===== src/hdl/cpid_pkg.sv =====
// ----------------------------------------------------------------------------
// cpid_pkg
// Types, register map, control word layout and microprogram of the
// cascaded PID controller.
// ----------------------------------------------------------------------------
package cpid_pkg;

	localparam int DATA_W    = 16;
	localparam int ERR_W     = DATA_W + 1;
	localparam int DIFF_W    = DATA_W + 2;
	localparam int INT_W     = 32;
	localparam int GAIN_W    = 16;
	localparam int PROD_W    = GAIN_W + INT_W;
	localparam int ACC_W     = PROD_W + 2;
	localparam int FRAC_BITS = 8;
	localparam int N_REGS    = 6;
	localparam int ADDR_W    = 5;
	localparam int IDX_W     = ADDR_W - 2;
	localparam int PROG_LEN  = 6;
	localparam int PC_W      = $clog2(PROG_LEN);

	localparam logic [IDX_W-1:0] REG_OUTER_KP = 3'd0;
	localparam logic [IDX_W-1:0] REG_OUTER_KI = 3'd1;
	localparam logic [IDX_W-1:0] REG_OUTER_KD = 3'd2;
	localparam logic [IDX_W-1:0] REG_INNER_KP = 3'd3;
	localparam logic [IDX_W-1:0] REG_INNER_KI = 3'd4;
	localparam logic [IDX_W-1:0] REG_INNER_KD = 3'd5;

	localparam logic signed [GAIN_W-1:0] RST_OUTER_KP = -16'sd1792;
	localparam logic signed [GAIN_W-1:0] RST_INNER_KP = 16'sd768;
	localparam logic signed [GAIN_W-1:0] RST_GAIN_ZERO = 16'sd0;

	localparam logic [1:0] MUL_NONE = 2'd0;
	localparam logic [1:0] MUL_P    = 2'd1;
	localparam logic [1:0] MUL_I    = 2'd2;
	localparam logic [1:0] MUL_D    = 2'd3;

	localparam logic [1:0] ACC_HOLD = 2'd0;
	localparam logic [1:0] ACC_LOAD = 2'd1;
	localparam logic [1:0] ACC_ADD  = 2'd2;

	localparam logic JMP_NEXT = 1'b0;
	localparam logic JMP_LOOP = 1'b1;

	typedef struct packed {
		logic signed [DATA_W-1:0] outer_target;
		logic signed [DATA_W-1:0] outer_measure;
		logic signed [DATA_W-1:0] inner_measure;
	} tick_t;

	typedef struct packed {
		logic signed [DATA_W-1:0] outer_output;
		logic signed [DATA_W-1:0] inner_output;
	} result_t;

	typedef struct packed {
		logic       err_en;
		logic       upd_en;
		logic [1:0] mul_sel;
		logic [1:0] acc_op;
		logic       out_en;
		logic       jmp;
	} ctrl_t;

	typedef struct packed {
		ctrl_t cw;
		logic  inner;
		logic  busy;
		logic  done;
	} seq_ctl_t;

	function automatic ctrl_t prog_word(input logic [PC_W-1:0] pc);
		ctrl_t w;
		w = '0;
		case (pc)
			3'd0: begin
				w.err_en = 1'b1;
			end
			3'd1: begin
				w.upd_en  = 1'b1;
				w.mul_sel = MUL_P;
			end
			3'd2: begin
				w.mul_sel = MUL_I;
				w.acc_op  = ACC_LOAD;
			end
			3'd3: begin
				w.mul_sel = MUL_D;
				w.acc_op  = ACC_ADD;
			end
			3'd4: begin
				w.acc_op = ACC_ADD;
			end
			3'd5: begin
				w.out_en = 1'b1;
				w.jmp    = JMP_LOOP;
			end
			default: begin
				w = '0;
			end
		endcase
		return w;
	endfunction

endpackage


===== src/hdl/cpid_seq.sv =====
// ----------------------------------------------------------------------------
// cpid_seq
// Step counter over the microprogram; runs it once for the outer loop and
// once for the inner loop, then reports completion.
// ----------------------------------------------------------------------------
module cpid_seq (
	input  logic               clk,
	input  logic               arst_n,
	input  logic               start,
	input  logic               hold,
	output cpid_pkg::seq_ctl_t ctl
);
	import cpid_pkg::*;

	logic [PC_W-1:0] pc_q;
	logic            inner_q;
	logic            busy_q;
	ctrl_t           word;
	logic            last_w;
	logic            step;

	assign word   = prog_word(pc_q);
	assign last_w = (word.jmp == JMP_LOOP) && inner_q;
	assign step   = busy_q && !(last_w && hold);

	always_comb begin
		ctl.cw    = step ? word : '0;
		ctl.inner = inner_q;
		ctl.busy  = busy_q;
		ctl.done  = step && last_w;
	end

	always_ff @(posedge clk or negedge arst_n) begin
		if (!arst_n) begin
			pc_q    <= '0;
			inner_q <= 1'b0;
			busy_q  <= 1'b0;
		end else if (start && !busy_q) begin
			pc_q    <= '0;
			inner_q <= 1'b0;
			busy_q  <= 1'b1;
		end else if (step) begin
			if (word.jmp == JMP_LOOP) begin
				pc_q <= '0;
				if (inner_q) begin
					busy_q <= 1'b0;
				end else begin
					inner_q <= 1'b1;
				end
			end else begin
				pc_q <= pc_q + PC_W'(1);
			end
		end
	end

endmodule


===== src/hdl/cascaded_pid_controller_top.sv =====
// ----------------------------------------------------------------------------
// The microprogram runs 6 steps per loop, outer loop then inner loop, on the
// shared MAC; a new tick is taken only once the last is done. Reset clears
// gains to defaults, integrals and previous errors to zero.
// ----------------------------------------------------------------------------
module cascaded_pid_controller_top (
	input  logic                          clk,
	input  logic                          arst_n,
	input  logic                          tick_valid,
	output logic                          tick_ready,
	input  cpid_pkg::tick_t               tick,
	output logic                          result_valid,
	input  logic                          result_ready,
	output cpid_pkg::result_t             result,
	input  logic                          psel,
	input  logic                          penable,
	input  logic                          pwrite,
	input  logic [cpid_pkg::ADDR_W-1:0]   paddr,
	input  logic [31:0]                   pwdata,
	output logic [31:0]                   prdata,
	output logic                          pready
);
	import cpid_pkg::*;

	localparam logic signed [ACC_W-1:0] RND_HALF =
		{{(ACC_W-FRAC_BITS){1'b0}}, 1'b1, {(FRAC_BITS-1){1'b0}}};
	localparam int SH_W = ACC_W - FRAC_BITS;

	seq_ctl_t ctl;
	logic     start;
	logic     hold;

	logic signed [GAIN_W-1:0] okp_q, oki_q, okd_q, ikp_q, iki_q, ikd_q;
	logic [IDX_W-1:0]         widx;

	tick_t                    tick_q;
	result_t                  rsp_q;
	logic                     rsp_valid_q;
	logic                     first_q;
	logic signed [DATA_W-1:0] oo_q;
	logic signed [ERR_W-1:0]  err_q;
	logic signed [DIFF_W-1:0] diff_q;
	logic signed [INT_W-1:0]  integ_q [2];
	logic signed [ERR_W-1:0]  prev_q [2];
	logic signed [PROD_W-1:0] prod_q;
	logic signed [ACC_W-1:0]  acc_q;

	logic signed [DATA_W-1:0] tgt;
	logic signed [DATA_W-1:0] meas;
	logic signed [ERR_W-1:0]  err_nx;
	logic signed [INT_W:0]    isum;
	logic signed [INT_W-1:0]  integ_sat;
	logic signed [DIFF_W-1:0] diff_nx;
	logic signed [GAIN_W-1:0] gain;
	logic signed [INT_W-1:0]  opnd;
	logic signed [PROD_W-1:0] prod_nx;
	logic signed [ACC_W-1:0]  rnd;
	logic signed [SH_W-1:0]   shv;
	logic signed [DATA_W-1:0] out_sat;

	cpid_seq u_seq (
		.clk    (clk),
		.arst_n (arst_n),
		.start  (start),
		.hold   (hold),
		.ctl    (ctl)
	);

	assign tick_ready   = !ctl.busy;
	assign start        = tick_valid && tick_ready;
	assign hold         = rsp_valid_q && !result_ready;
	assign result_valid = rsp_valid_q;
	assign result       = rsp_q;
	assign pready       = 1'b1;
	assign widx         = paddr[ADDR_W-1:2];

	always_ff @(posedge clk or negedge arst_n) begin
		if (!arst_n) begin
			okp_q <= RST_OUTER_KP;
			oki_q <= RST_GAIN_ZERO;
			okd_q <= RST_GAIN_ZERO;
			ikp_q <= RST_INNER_KP;
			iki_q <= RST_GAIN_ZERO;
			ikd_q <= RST_GAIN_ZERO;
		end else if (psel && penable && pwrite && pready) begin
			case (widx)
				REG_OUTER_KP: okp_q <= pwdata[GAIN_W-1:0];
				REG_OUTER_KI: oki_q <= pwdata[GAIN_W-1:0];
				REG_OUTER_KD: okd_q <= pwdata[GAIN_W-1:0];
				REG_INNER_KP: ikp_q <= pwdata[GAIN_W-1:0];
				REG_INNER_KI: iki_q <= pwdata[GAIN_W-1:0];
				REG_INNER_KD: ikd_q <= pwdata[GAIN_W-1:0];
				default: ;
			endcase
		end
	end

	always_comb begin
		case (widx)
			REG_OUTER_KP: prdata = 32'(okp_q);
			REG_OUTER_KI: prdata = 32'(oki_q);
			REG_OUTER_KD: prdata = 32'(okd_q);
			REG_INNER_KP: prdata = 32'(ikp_q);
			REG_INNER_KI: prdata = 32'(iki_q);
			REG_INNER_KD: prdata = 32'(ikd_q);
			default:      prdata = '0;
		endcase
	end

	always_comb begin
		tgt     = ctl.inner ? oo_q : tick_q.outer_target;
		meas    = ctl.inner ? tick_q.inner_measure : tick_q.outer_measure;
		err_nx  = ERR_W'(tgt) - ERR_W'(meas);
		isum    = (INT_W+1)'(integ_q[ctl.inner]) + (INT_W+1)'(err_q);
		if (isum[INT_W] != isum[INT_W-1]) begin
			integ_sat = isum[INT_W] ? {1'b1, {(INT_W-1){1'b0}}}
			                        : {1'b0, {(INT_W-1){1'b1}}};
		end else begin
			integ_sat = isum[INT_W-1:0];
		end
		diff_nx = first_q ? '0 : DIFF_W'(err_q) - DIFF_W'(prev_q[ctl.inner]);
		case ({ctl.inner, ctl.cw.mul_sel})
			{1'b0, MUL_P}: gain = okp_q;
			{1'b0, MUL_I}: gain = oki_q;
			{1'b0, MUL_D}: gain = okd_q;
			{1'b1, MUL_P}: gain = ikp_q;
			{1'b1, MUL_I}: gain = iki_q;
			{1'b1, MUL_D}: gain = ikd_q;
			default:       gain = '0;
		endcase
		case (ctl.cw.mul_sel)
			MUL_P:   opnd = INT_W'(err_q);
			MUL_I:   opnd = integ_q[ctl.inner];
			MUL_D:   opnd = INT_W'(diff_q);
			default: opnd = '0;
		endcase
		prod_nx = gain * opnd;
		rnd     = acc_q + RND_HALF;
		shv     = rnd[ACC_W-1:FRAC_BITS];
		if ((&shv[SH_W-1:DATA_W-1]) || !(|shv[SH_W-1:DATA_W-1])) begin
			out_sat = shv[DATA_W-1:0];
		end else begin
			out_sat = shv[SH_W-1] ? {1'b1, {(DATA_W-1){1'b0}}}
			                      : {1'b0, {(DATA_W-1){1'b1}}};
		end
	end

	always_ff @(posedge clk) begin
		if (start) begin
			tick_q <= tick;
		end
		if (ctl.cw.err_en) begin
			err_q <= err_nx;
		end
		if (ctl.cw.upd_en) begin
			diff_q <= diff_nx;
		end
		if (ctl.cw.mul_sel != MUL_NONE) begin
			prod_q <= prod_nx;
		end
		case (ctl.cw.acc_op)
			ACC_LOAD: acc_q <= ACC_W'(prod_q);
			ACC_ADD:  acc_q <= acc_q + ACC_W'(prod_q);
			default: ;
		endcase
		if (ctl.cw.out_en && !ctl.inner) begin
			oo_q <= out_sat;
		end
		if (ctl.done) begin
			rsp_q.outer_output <= oo_q;
			rsp_q.inner_output <= out_sat;
		end
	end

	always_ff @(posedge clk or negedge arst_n) begin
		if (!arst_n) begin
			integ_q[0]  <= '0;
			integ_q[1]  <= '0;
			prev_q[0]   <= '0;
			prev_q[1]   <= '0;
			first_q     <= 1'b1;
			rsp_valid_q <= 1'b0;
		end else begin
			if (ctl.cw.upd_en) begin
				integ_q[ctl.inner] <= integ_sat;
				prev_q[ctl.inner]  <= err_q;
			end
			if (ctl.done) begin
				first_q     <= 1'b0;
				rsp_valid_q <= 1'b1;
			end else if (result_ready) begin
				rsp_valid_q <= 1'b0;
			end
		end
	end

`ifndef SYNTHESIS
	ap_busy_after_transfer: assert property (@(posedge clk) disable iff (!arst_n)
		(tick_valid && tick_ready) |=> ctl.busy)
		else $error("sequencer idle after input transfer");

	ap_no_result_overwrite: assert property (@(posedge clk) disable iff (!arst_n)
		ctl.done |-> (!rsp_valid_q || result_ready))
		else $error("pending result overwritten");

	ap_first_clears_on_done: assert property (@(posedge clk) disable iff (!arst_n)
		$fell(first_q) |-> $past(ctl.done))
		else $error("first tick flag cleared without completion");
`endif

endmodule


===== config.mk =====
export PLATFORM = sky130hd
export DESIGN_NAME = cascaded_pid_controller_top
export DESIGN_NICKNAME = d
export VERILOG_FILES = /design/src/hdl/cpid_pkg.sv /design/src/hdl/cpid_seq.sv /design/src/hdl/cascaded_pid_controller_top.sv
export SDC_FILE = /design/constraint.sdc
export NUM_CORES = 2
export LEC_CHECK = 0
export ABC_AREA = 1
export BUFFER_PORTS_ARGS = -buffer_cell sky130_fd_sc_hd__buf_2
export CAP_MARGIN = 20
export CELL_PAD_IN_SITES_DETAIL_PLACEMENT = 0
export CELL_PAD_IN_SITES_GLOBAL_PLACEMENT = 1
export CORE_UTILIZATION = 35
export DETAILED_ROUTE_END_ITERATION = 8
export GPL_TIMING_DRIVEN = 0
export HOLD_SLACK_MARGIN = 0.03
export PLACE_DENSITY_LB_ADDON = 0.1
export REMOVE_ABC_BUFFERS = 1
export SYNTH_ARGS = -nofsm -noshare
export SYNTH_HDL_FRONTEND = slang
export SYNTH_HIERARCHICAL = 1
export SYNTH_SLANG_ARGS = --single-unit
export TNS_END_PERCENT = 30

===== constraint.sdc =====
create_clock -name clk -period 21.6 [get_ports clk]
set_input_delay 2.16 -clock clk [delete_from_list [all_inputs] [get_ports clk]]
set_output_delay 2.16 -clock clk [all_outputs]
set_load 0.01 [all_outputs]

---- Word-level counts from Yosys, hierarchy flattened ----
Cells that the tools add are included.
word-level totals
  register bits ........................... 430
  output and inout bits ................... 67
  word-level logic and storage cells ...... 133
operators by class
  $add $sub $neg .......................... 6
  $mul .................................... 1
  magnitude comparators ................... 2
  eq/ne operators ......................... 22
  mux-type cells .......................... 40
  bitwise operators ....................... 1
  reductions and logical operators ........ 36
operator list
  operator                                                                count
  32-bit 2-to-1 mux                                                       6
  32-bit one-hot mux with 6 select lines                                  1
  50-bit one-hot mux with 2 select lines                                  1
  16-bit one-hot mux with 6 select lines                                  1
  32-bit one-hot mux with 3 select lines                                  1
  17-bit 2-to-1 mux                                                       4
  64-bit bitwise mux                                                      1
  16-bit 2-to-1 mux                                                       4
  50-bit by 48-bit adder with 50-bit output                               1
  50-bit by 9-bit adder with 50-bit output (second input constant)        1
  16-bit by 32-bit multiplier with 48-bit output                          1
  34-bit bitwise mux                                                      1
  32-bit by 17-bit adder with 33-bit output                               1
  32-bit demux with 1-bit select                                          1
  27-bit AND reduction                                                    1
  27-bit OR reduction                                                     1
  3-bit equality test (second input constant)                             7
  3-bit by 2-bit equality test with 1-bit output (second input constant)  6
  17-bit by 17-bit subtractor with 18-bit output                          1
  17-bit demux with 1-bit select                                          1
  16-bit by 16-bit subtractor with 17-bit output                          1
  2-bit AND reduction                                                     7
  2-bit nonzero test                                                      6
  1-bit logical AND                                                       11
  other kinds (19)                                                        41

---- Depth between registers and ports, before layout ----
  depth in word-level cells ............... 10
  gate-level depth with buffers ........... 41
  depth with buffers taken out ............ 38

---- By module ----
The synthesis kept the hierarchy.
by module, submodules not included
  module                       instances  cells each  area an instance (µm²)  seq. area each (µm²)
  cascaded_pid_controller_top  1          5614        44393.8                 11792.6
  cpid_seq                     1          57          391.6                   125.1

---- Least setup slack after synthesis ----
Ideal clock, no wire load.
  path type ............................... input-to-reg
  from .................................... input result_ready
  to ...................................... register prod_q[36], data pin
  arrival ................................. 9.642 ns
  path slack .............................. 11.706 ns
  stages on the path ...................... 29
  path through ............................ nor2_1 nand4_4 nand2_4 a21oi_1 buf_6 nor2_1 clkinv_1 nand2_1 nor2_1 fa_1 inv_1 fa_1 fa_1 inv_1 fa_1 fa_1 inv_1 fa_1 inv_1 ha_1 a21oi_1 a21boi_0 o21ai_0 nand2_1 nand2_1 o21bai_1 nand2_1 a21o_1 nand2_1
RTL lines
  element               RTL line                            text
  from (decl)           cascaded_pid_controller_top.sv:13   input logic result_ready,
  to (signal assigned)  cascaded_pid_controller_top.sv:159  prod_q <= prod_nx;
  to (decl)             cascaded_pid_controller_top.sv:45   logic signed [PROD_W-1:0] prod_q;

==> results.cfg <==
[clocking]
insertion_delay_ps = 680
cts_tree = done
clkSinkCount = 430
cts_buffers = 55
clk_pin_slew_worst_paths_ps = 60
holdBufCountCts = 0
cts_buffer_depth = 3
h-tree-depth = 2
postCtsSetupBuffers = 0
ctsResizeCount = 0
cts_root_buffer = clkbuf_16

[logic_synthesis]
synth_edf_count = 229
synth_most_common_cell = nand2_1
postSynthCellCount = 5671
yosys_warnings = 6
synth-async-reset-ratio = 0.467
ys_top_cells_by_area = fa_1 22%, edfxtp_1 15%, nand2_1 12%
synth.top_cell.area_share = 0.219
synth_area_mm2 = 0.0448
yosys.area.top_type = fa_1
syn_avg_cell_area_um2 = 7.90
synth.distinct_cells = 59
ys_seq_area_frac = 0.266
ys_ff_latch = 430
yosys-top-cells-count = 1427 x nand2_1, 1017 x inv_1, 643 x nor2_1
synth-main-ff-cell = edfxtp_1

[sta]
setup-tns-final_ps = 0
tightest_slew_ps = 1110
slew_viol_final = 0
clock_skew_ps = 29.3
fmax_ghz = 0.0878
finalSetupViolCount = 0
slew_headroom = 0.259
hold_viol = 0
period_share = 0.527
min_period_ps = 11390
rsz0062_at_grt = no

[setup_path]
criticalPathCategory = input pin to flip-flop
crit_path_frequent_cell = inv_1
crit_fanout = 18
required_ps = 22020
startpoint = result_ready
cp.arrival_ps = 11810
start_kind = input pin
critPathSlowestCell = nor2_2
cpPeakStageDelay_ps = 720
rr_startpoint = u_seq/inner_q
endpoint_kind = flip-flop

[global_route]
antenna_found_initial = 1
grt-busiest-layer = met2
grt_use_met2 = 0.399
grtUsageTotal = 0.239
grt_pass1_vias = 39000
grt_pass1_wl_um = 237000
use_met1 = 0.329
grt_max_degree = 104
grt.overflow.total = 0
use_met3 = 0.0265

[die]
dieWidth_um = 360
start_util = 0.355
die_h_um = 360
row_count = 130
boundaryPins = 159
die_area_mm2 = 0.129
core_area_mm2 = 0.126

[route]
drc = 0
first_iter_violations = 2322
first_pass_iters = 6
ant_nets = 0
routedWlPerCell_um = 20.5
vias = 37100
via_per_inst = 4.98
drt-total-wl_um = 153000

[run_status]
status = finished, final reports clean

[place]
dp_hpwl_um = 122000
portBuffers = 139
place.gp.congestion = 0.892

[job]
max_cap_violations = 0

[cells_and_area]
finalNetCount = 6568
diodes = 0
n_fill_cell = 13400
area_delta_synth_final_pct = 10.8
drive_gt1_frac = 0.0688

[min_path]
hold_start = oo_q[0]
hp-class = flip-flop to flip-flop
==> critical path, delay by kind of cell <==
kind            cells  cell delay [ps]
fa+ha+maj           7             3500
compound gates      6             1460
buf+inv            14             2320
simple gates       10             2330
==> worst paths after layout <==
kind | endpoint | slack (ps) | cells past startpoint
worst max register to register | prod_q[23] | 10720 | 36
worst min register to register | result[16] | 450 | 0
worst max-delay path | prod_q[23] | 10210 | 37
worst min-delay path | result[16] | 450 | 0
min in group asynchronous | ikd_q[1] | 1520 | 1
max in group asynchronous | u_seq/inner_q | 18950 | 2
==> registers in the layout (all words and copies together) (netlist names) <==
signal / count
okp_q: 16
diff_q: 18
first_q: 1
err_q: 17
okd_q: 16
ikp_q: 16
u_seq/pc_q: 3
tick_q: 48
u_seq/inner_q: 1
u_seq/busy_q: 1
integ_q: 64
result_valid: 1
ikd_q: 16
oo_q: 16
oki_q: 16
prod_q: 48
acc_q: 50
iki_q: 16
prev_q: 34
result: 32
==> cell families (layout without fill, tap and decap cells) <==
family	count (synthesis)	after routing	synth area share
xor gates and xnor gates	123	123	0.0241
buffers and inverters	1200	1330	0.105
muxes	43	43	0.00961
DFF	430	430	0.266
and+or+nand+nor	2388	2388	0.214
adders and majority gates	721	721	0.284
AOI/OAI and AO/OA	765	765	0.0970
other	1	1	0.0000837
==> layer usage <==
metal	wire length (um)	vias to the layer above
li1	-	17900
met1	71700	18300
met2	70700	767
met3	6850	148
met4	3730	0
met5	0	-
==> cell usage in the layout, fill, tap and decap left out, types with 80 or more instances in the layout <==
cell / count
a21oi_1: 231
buf_2: 138
dfrtp_1: 191
edfxtp_1: 229
fa_1: 490
ha_1: 230
inv_1: 1013
nand2_1: 1425
nand3_1: 166
nor2_1: 635
o21ai_0: 319
xor2_1: 80
==> stage by stage <==
step                cell area (um^2)  worst slack, ps  utilization  hold slack (ps)  instances
floorplan                      44000            11630            -              418       5515
global placement               46700             6180        0.370              440       7304
detailed placement             47600             8910        0.377              443       7344
CTS                            49500             9630        0.392              457       7447
global route                   49600             9770        0.393              478       7451
finish                         49600            10210        0.393              454       7451
==> cell type report <==
type	instances	area (um^2)	area share
Sequential cell	430	11900	0.240
Inverter	1044	3920	0.0790
Tap cell	1650	2060	0.0416
Clock buffer	67	1460	0.0295
Timing Repair Buffer	183	1570	0.0315
Multi-Input combinational cell	4041	28200	0.569
Clock inverter	36	444	0.00895
Power is not shown: default switching activity piles up to over one toggle a cycle in this logic, so the estimate is an artifact.
